--- src/rtl/tsq_pkg.sv ---
package tsq_pkg;

    localparam int STACK_DEPTH = 16;
    localparam int PTR_W       = $clog2(STACK_DEPTH);
    localparam int CNT_W       = $clog2(STACK_DEPTH + 1);
    localparam int DATA_W      = 32;

    localparam logic [1:0] CMD_PUSH = 2'd0;
    localparam logic [1:0] CMD_POP  = 2'd1;
    localparam logic [1:0] CMD_PEEK = 2'd2;

    localparam logic signed [DATA_W-1:0] FAIL_VALUE = 32'sd10;

    typedef struct packed {
        logic [1:0]               command;
        logic signed [DATA_W-1:0] push_value;
    } tsq_req_t;

    typedef struct packed {
        logic signed [DATA_W-1:0] read_value;
        logic                     failed;
        logic                     empty_res;
    } tsq_res_t;

    typedef enum logic [2:0] {
        ST_IDLE,
        ST_XFER_RD,
        ST_XFER_WR,
        ST_READ,
        ST_DELIVER
    } tsq_state_t;

endpackage

--- src/rtl/two_stack_queue.sv ---
// Channel   Handshake          Payload    Notes
// request   start & !busy      command,   taken at the clock edge
//                              push_value
// result    done (one cycle)   read_value,  one result per item,
//                              failed,      cannot be held off
//                              empty_res
//
// Push, an unused command and pop/peek on an empty queue: result in the cycle
// after the item is taken. Pop/peek with outbound entries: via ST_DELIVER.
// Pop/peek that must refill the outbound stack from n inbound entries: per
// entry ST_XFER_RD, then ST_XFER_WR, as the inbound memory's single read port
// moves one entry at a time (read, then write); then ST_READ and ST_DELIVER.
// Reset clears counts and control only; the stack memories need no clearing.
// busy is high while an item is in work; no result is ever stalled.
module two_stack_queue (
    input  logic              clk,
    input  logic              rst_n,
    input  logic              start,
    input  tsq_pkg::tsq_req_t request,
    output logic              busy,
    output logic              done,
    output tsq_pkg::tsq_res_t result
);
    import tsq_pkg::*;

    tsq_state_t state_reg, state_next;

    logic [CNT_W-1:0] in_cnt_reg, in_cnt_next;
    logic [CNT_W-1:0] out_cnt_reg, out_cnt_next;

    logic        done_reg, done_next;
    tsq_res_t    res_reg, res_next;
    tsq_req_t    req_reg;

    logic signed [DATA_W-1:0] in_mem  [STACK_DEPTH];
    logic signed [DATA_W-1:0] out_mem [STACK_DEPTH];
    logic signed [DATA_W-1:0] in_rd_reg;
    logic signed [DATA_W-1:0] out_rd_reg;

    logic             in_we, out_we;
    logic [CNT_W-1:0] in_top, out_top;
    logic             accept;

    assign accept  = start && (state_reg == ST_IDLE);
    assign in_top  = in_cnt_reg - CNT_W'(1);
    assign out_top = out_cnt_reg - CNT_W'(1);

    // Stack memories: one write and one registered read per cycle each
    always_ff @(posedge clk)
    begin
        if (in_we)
        begin
            in_mem[in_cnt_reg[PTR_W-1:0]] <= request.push_value;
        end
        in_rd_reg <= in_mem[in_top[PTR_W-1:0]];
    end

    always_ff @(posedge clk)
    begin
        if (out_we)
        begin
            out_mem[out_cnt_reg[PTR_W-1:0]] <= in_rd_reg;
        end
        out_rd_reg <= out_mem[out_top[PTR_W-1:0]];
    end

    always_ff @(posedge clk)
    begin
        if (accept)
        begin
            req_reg <= request;
        end
        res_reg <= res_next;
    end

    always_ff @(posedge clk or negedge rst_n)
    begin
        if (!rst_n)
        begin
            state_reg   <= ST_IDLE;
            in_cnt_reg  <= '0;
            out_cnt_reg <= '0;
            done_reg    <= 1'b0;
        end
        else
        begin
            state_reg   <= state_next;
            in_cnt_reg  <= in_cnt_next;
            out_cnt_reg <= out_cnt_next;
            done_reg    <= done_next;
        end
    end

    always_comb
    begin
        state_next = state_reg;
        unique case (state_reg)
            ST_IDLE:
            begin
                if (start)
                begin
                    unique case (request.command) inside
                        CMD_POP, CMD_PEEK:
                        begin
                            if (out_cnt_reg != '0)
                            begin
                                state_next = ST_DELIVER;
                            end
                            else if (in_cnt_reg != '0)
                            begin
                                state_next = ST_XFER_RD;
                            end
                        end
                        default:
                        begin
                            state_next = ST_IDLE;
                        end
                    endcase
                end
            end
            ST_XFER_RD:
            begin
                state_next = ST_XFER_WR;
            end
            ST_XFER_WR:
            begin
                // count already advanced past the entry being written
                state_next = (in_cnt_reg == '0) ? ST_READ : ST_XFER_RD;
            end
            ST_READ:
            begin
                state_next = ST_DELIVER;
            end
            ST_DELIVER:
            begin
                state_next = ST_IDLE;
            end
            default:
            begin
                state_next = ST_IDLE;
            end
        endcase
    end

    always_comb
    begin
        in_cnt_next         = in_cnt_reg;
        out_cnt_next        = out_cnt_reg;
        in_we               = 1'b0;
        out_we              = 1'b0;
        done_next           = 1'b0;
        res_next.read_value = '0;
        res_next.failed     = 1'b0;
        unique case (state_reg)
            ST_IDLE:
            begin
                if (start)
                begin
                    unique case (request.command) inside
                        CMD_PUSH:
                        begin
                            done_next = 1'b1;
                            if (in_cnt_reg == CNT_W'(STACK_DEPTH))
                            begin
                                res_next.failed = 1'b1;
                            end
                            else
                            begin
                                in_we       = 1'b1;
                                in_cnt_next = in_cnt_reg + CNT_W'(1);
                            end
                        end
                        CMD_POP, CMD_PEEK:
                        begin
                            if (out_cnt_reg == '0 && in_cnt_reg == '0)
                            begin
                                done_next           = 1'b1;
                                res_next.failed     = 1'b1;
                                res_next.read_value = FAIL_VALUE;
                            end
                        end
                        default:
                        begin
                            done_next       = 1'b1;
                            res_next.failed = 1'b1;
                        end
                    endcase
                end
            end
            ST_XFER_RD:
            begin
                in_cnt_next = in_top;
            end
            ST_XFER_WR:
            begin
                out_we       = 1'b1;
                out_cnt_next = out_cnt_reg + CNT_W'(1);
            end
            ST_READ:
            begin
                done_next = 1'b0;
            end
            ST_DELIVER:
            begin
                done_next           = 1'b1;
                res_next.read_value = out_rd_reg;
                if (req_reg.command == CMD_POP)
                begin
                    out_cnt_next = out_top;
                end
            end
            default:
            begin
                done_next = 1'b0;
            end
        endcase
        res_next.empty_res = (in_cnt_next == '0) && (out_cnt_next == '0);
    end

    assign busy   = (state_reg != ST_IDLE);
    assign done   = done_reg;
    assign result = res_reg;

endmodule

--- config.mk ---
export PLATFORM = sky130hd
export DESIGN_NAME = two_stack_queue
export DESIGN_NICKNAME = d
export VERILOG_FILES = /design/src/rtl/tsq_pkg.sv /design/src/rtl/two_stack_queue.sv
export SDC_FILE = /design/constraint.sdc
export NUM_CORES = 1
export LEC_CHECK = 0
export ABC_CLOCK_PERIOD_IN_PS = 5750
export BUFFER_PORTS_ARGS = -buffer_cell sky130_fd_sc_hd__buf_2
export CORE_ASPECT_RATIO = 1.1
export CORE_MARGIN = 8
export CORE_UTILIZATION = 30
export CTS_CLUSTER_DIAMETER = 30
export DETAILED_ROUTE_END_ITERATION = 10
export PLACE_DENSITY_LB_ADDON = 0.15
export SLEW_MARGIN = 20
export SYNTH_ARGS = -nofsm -noshare
export SYNTH_HDL_FRONTEND = slang
export SYNTH_SLANG_ARGS = --single-unit
--- constraint.sdc ---
create_clock -name clk -period 5.75 [get_ports clk]
set_input_delay 1.15 -clock clk [delete_from_list [all_inputs] [get_ports clk]]
set_output_delay 1.15 -clock clk [all_outputs]
set_load 0.01 [all_outputs]
Word level (Yosys, flattened, before mapping)
Memory sizes are Yosys's and may differ from the RTL's. A register that Yosys moved wholly into a read port is not among the register bits.
Cells that the tools add are included.
- flip-flop bits (word level): 50
- memory bits (writable): 1024
- input bits: 37
- output and inout port bits: 36
- logic and storage cells: 70
- memories kept: 2
- memory list (memory ; depth ; bits a word ; rd ports ; clocked after memory_dff ; wr ports ; line ; text):
    in_mem ; 16 ; 32 ; 1 ; 1 ; 1 ; two_stack_queue.sv:35 ; logic signed [DATA_W-1:0] in_mem [STACK_DEPTH];
    out_mem ; 16 ; 32 ; 1 ; 1 ; 1 ; two_stack_queue.sv:36 ; logic signed [DATA_W-1:0] out_mem [STACK_DEPTH];
- add/sub/neg operators: 4
- equality and inequality tests: 10
- multiplexer cells: 31
- reductions and logical operators: 15
- operators with widths (cell ; number):
    case mux 32 bit (2 select lines) ; 1
    2-to-1 mux 33 bit ; 1
    2-to-1 mux 32 bit ; 1
    2-to-1 mux 5 bit ; 5
    logical NOT 5 bit ; 4
    case mux 5 bit (2 select lines) ; 2
    2-to-1 mux 1 bit ; 13
    2-to-1 mux 3 bit ; 4
    case mux 3 bit (4 select lines) ; 1
    adder 5 x 1 -> 5 bit, second input constant ; 2
    nonzero test 5 bit ; 2
    subtractor 5 x 1 -> 5 bit, second input constant ; 2
    == test 3 x 2 -> 1 bit, second input constant ; 2
    == test 5 bit, second input constant ; 1
    == test 2 x 1 -> 1 bit, second input constant ; 2
    != test 4 bit, second input constant ; 1
    case mux 1 bit (2 select lines) ; 2
    AND reduction 2 bit ; 2
    == test 3 x 1 -> 1 bit, second input constant ; 1
    == test 3 bit, second input constant ; 1
    logical AND 1 bit ; 3
    logical NOT 3 bit ; 1
    nonzero test 3 bit ; 1
    == test 2 bit, second input constant ; 1
    other kinds (4) ; 4

Logic depth before layout (Yosys ltp)
- depth in word-level cells: 7
- gate-level depth with buffers: 10
- gate-level depth less buffers: 7

Worst setup path after synthesis
OpenSTA, ideal clock, no wires.
- path type: in2reg
- start: input port request[32] (netlist bit)
- end: memory in_mem[0][0] (enable)
- library setup time: 0.502 ns
- arrival time: 4.630 ns
- required time: 5.248 ns
- path slack: 0.619 ns
- stages: 5
- buffers on the path: 1
- cells stage by stage: inv_1 > ha_1 > clkbuf_2 > nand2_1 > nor4_1
- longest elaborated chain between the ends: 6
- RTL lines (item ; line ; text):
    start, declared ; two_stack_queue.sv:19 ; input tsq_pkg::tsq_req_t request,
    logical NOT 2 bit (no source line) ; n/a ;
    2-to-1 mux 1 bit ; two_stack_queue.sv:159 ; unique case (request.command) inside
    2-to-1 mux 1 bit ; two_stack_queue.sv:157 ; if (start)
    2-to-1 mux 1 bit ; two_stack_queue.sv:154 ; unique case (state_reg)
    2-to-1 mux 1 bit ; two_stack_queue.sv:51 ; if (in_we)
    2-to-1 mux 1 bit (implied by the code) ; two_stack_queue.sv:53 ; in_mem[in_cnt_reg[PTR_W-1:0]] <= request.push_value;
    end, declared ; two_stack_queue.sv:35 ;
No other way between the ends.

Worst setup path in the final report
- start: register in_cnt_reg[0]
- end: register in_rd_reg[23] (read register of in_mem)
- longest elaborated chain between the ends: 1
- RTL lines (item ; line ; text):
    start, declared ; two_stack_queue.sv:28 ; logic [CNT_W-1:0] in_cnt_reg, in_cnt_next;
    start signal, assigned ; two_stack_queue.sv:88 ; in_cnt_reg <= in_cnt_next;
    subtractor 5 x 1 -> 5 bit ; two_stack_queue.sv:45 ; assign in_top = in_cnt_reg - CNT_W'(1);
    end, declared ; two_stack_queue.sv:37 ; logic signed [DATA_W-1:0] in_rd_reg;
No other way between the ends.
A chain may end at the register's enable or synchronous reset.

==> flow_metrics.tcl <==
set metrics [dict create \
    antenna_found_initial 9 \
    status "complete, no violations" \
    synth_area_per_cell_sq_um 24.2 \
    hold_violations 0 \
    multi_input_area_sq_mm 0.00867 \
    synth.top_cell.area_share 0.735 \
    finalCriticalPeriod_ns 3.98 \
    rsz0062_at_grt "false" \
    wire_per_inst_um 25.9 \
    grt.total_usage 0.140 \
    cts_buffer_depth 4 \
    place_congestion 0.716 \
    io_buffers 72 \
    yosys-top-cells-count "edfxtp_1 (1026), mux4_2 (320), dfxtp_1 (98)" \
    fin_crit_sh 0.692 \
    ant_nets 0 \
    synth_area_leaders "edfxtp_1 (73%), mux4_2 (17%), dfxtp_1 (4.7%)" \
    synth-edff-count 1026 \
    synth_flop_cell "edfxtp_1" \
    yosysTopAreaCell "edfxtp_1" \
    yosys.cell_count.top_type "edfxtp_1" \
    grt_pass1_vias 21600 \
    p_int_mw 24.4 \
    clkSinkCount 1138 \
    num_vias 19300 \
    rows 144 \
    area_growth_pct 29.2 \
    worst_pin_slew_ns 1.09 \
    fp.dieH_um 408 \
    dp_hpwl_um 59300 \
    synth_cell_types 57 \
    dieWidth_um 372 \
    clock_skew_ns 0.0398 \
    async_flop_share 0.0123 \
    path_class "reg2reg" \
    syn-num-nets 1781 \
    min_path_type "in2async" \
    cts.clk_slew.worst_paths_ns 0.04 \
    maxSlewHeadroom 0.269 \
    p_leak_nw 17.9 \
    layout.nets 2107 \
    power.density_mw_per_mm2 614 \
    io_pins 73 \
    layout.area.seq_sq_mm 0.0331 \
    p_comb_frac 0.212 \
    drtPass1Iterations 5 \
    fillers 12500 \
    syn-cell-area_sq_mm 0.0419 \
    power_mw 33.3 \
    critPathLaunchType "flip-flop" \
    initial_utilization 0.301 \
    cap_violations 0 \
    postCtsHoldBufs 0 \
    cts-resized-gates 0 \
    maxSlewViolCount 0 \
    endpoint_kind "flip-flop" \
    coreArea_sq_mm 0.139 \
    grt_pass1_wl_um 153000 \
    overflow 0 \
    p_sw_mw 8.91 \
    yosysWarningCount 0 \
    vias_per_cell 4.72 \
    cts_setup_buffers 0 \
    cts-htree-levels 5 \
    setup_viol_count_final 0 \
    clock_latency_ns 0.86 \
    grt_max_degree 109 \
    final_layout_size_suffix_gt1_frac 0.406 \
    clkPwrFrac 0.450 \
    ys_ff_latch 1138 \
    cts_tree "built" \
    finish.utilization 0.388 \
    pwr-share-seq 0.338 \
    cts_root_buffer "clkbuf_16" \
    first_iter_violations 1269 \
    cp.arrival_ns 4.67 \
    synth_cells 1733 \
    dieArea_sq_mm 0.152 \
    seq_area_frac_synth 0.790 \
    cts_buffers 277 \
    worstPathMaxFanout 58 \
    drc 0 \
    fmax_ghz 0.251 \
    required_ns 6.44 \
    wl_um 106000 \
    tns_ns 0 \
    swShare 0.268 \
    irDropWorstVdd_mv 0.495 \
]
==> cell type report <==
type                    instances  area share
diodes                          5    0.000231
clock buffers                 340       0.139
clock inverters               140      0.0283
inverters                      11    0.000762
multi-input cells             499       0.160
flip-flops and latches       1138       0.612
well taps                    1825      0.0422
repair buffers                132      0.0175
==> power groups by stage <==
stage,logic [mW],clock network [mW],registers (mW)
global route,7.56,15.7,11.4
floorplan,5.38,0,10.7
detailed placement,7.24,0,11.4
finish,7.06,15.0,11.2
CTS,7.27,15.3,11.3
global placement,7.16,0,11.3
==> layout by cell type (no fill, tap or decap), drive strengths merged, types with 5 or more instances in the layout <==
cell	instances
edfxtp	1026
inv	23
dfxtp	98
ha	11
nor2	36
nor3	10
mux4	320
and2	31
clkbuf	340
bufinv	28
clkinvlp	25
dfrtp	14
buf	132
nand2b	5
diode	5
nand2	20
clkinv	75
xnor2	6
a21oi	6
==> cells by family after synthesis <==
| group | after synthesis | synth area share |
|---|---|---|
| fa+ha+maj | 11 | 0.00328 |
| buf+inv | 96 | 0.0105 |
| simple gates | 132 | 0.0178 |
| compound gates | 27 | 0.00466 |
| flops | 1138 | 0.790 |
| mux | 321 | 0.172 |
| xor+xnor | 8 | 0.00167 |
==> layer usage <==
metal,up-vias,GRT usage,routed length (um)
met5,-,0,40
met4,6,0.0418,1940
met3,181,0.0388,5660
met2,557,0.233,53600
met1,10400,0.178,44900
li1,8137,-,-
==> critical path, stage by stage (launching register included) <==
cell	delay [ns]
dfrtp_4	1.00
inv_1	0.29
ha_4	1.03
buf_4	0.61
mux4_2	0.39
mux4_2	0.47
==> per-stage QoR <==
step | setup slack, ns | cells | hold WS (ns) | cell area (sq um)
after floorplan | 0.619 | 1733 | 0.400 | 41900
after global placement | 1.75 | 3599 | 0.411 | 44900
after detailed placement | 1.61 | 3603 | 0.413 | 45000
after CTS | 1.62 | 4083 | 0.158 | 54100
after global routing | 1.49 | 4085 | 0.195 | 54200
final | 1.77 | 4090 | 0.211 | 54200
==> worst paths after layout <==
path,startpoint,to,slack (ns),cells past startpoint
max in group asynchronous,rst_n,in_cnt_reg[0]$_DFF_PN0_,5.22,1
worst max register to register,in_cnt_reg[0]$_DFF_PN0_,in_rd_reg[23]$_DFF_P_,1.77,5
min in group clk,out_rd_reg[31]$_DFF_P_,result[33]$_DFF_P_,0.42,1
worst max-delay path,in_cnt_reg[0]$_DFF_PN0_,in_rd_reg[23]$_DFF_P_,1.77,5
worst min register to register,out_rd_reg[31]$_DFF_P_,result[33]$_DFF_P_,0.42,1
worst min-delay path,rst_n,out_cnt_reg[4]$_DFF_PN0_,0.21,1
Power figures use the tool's default switching activity.
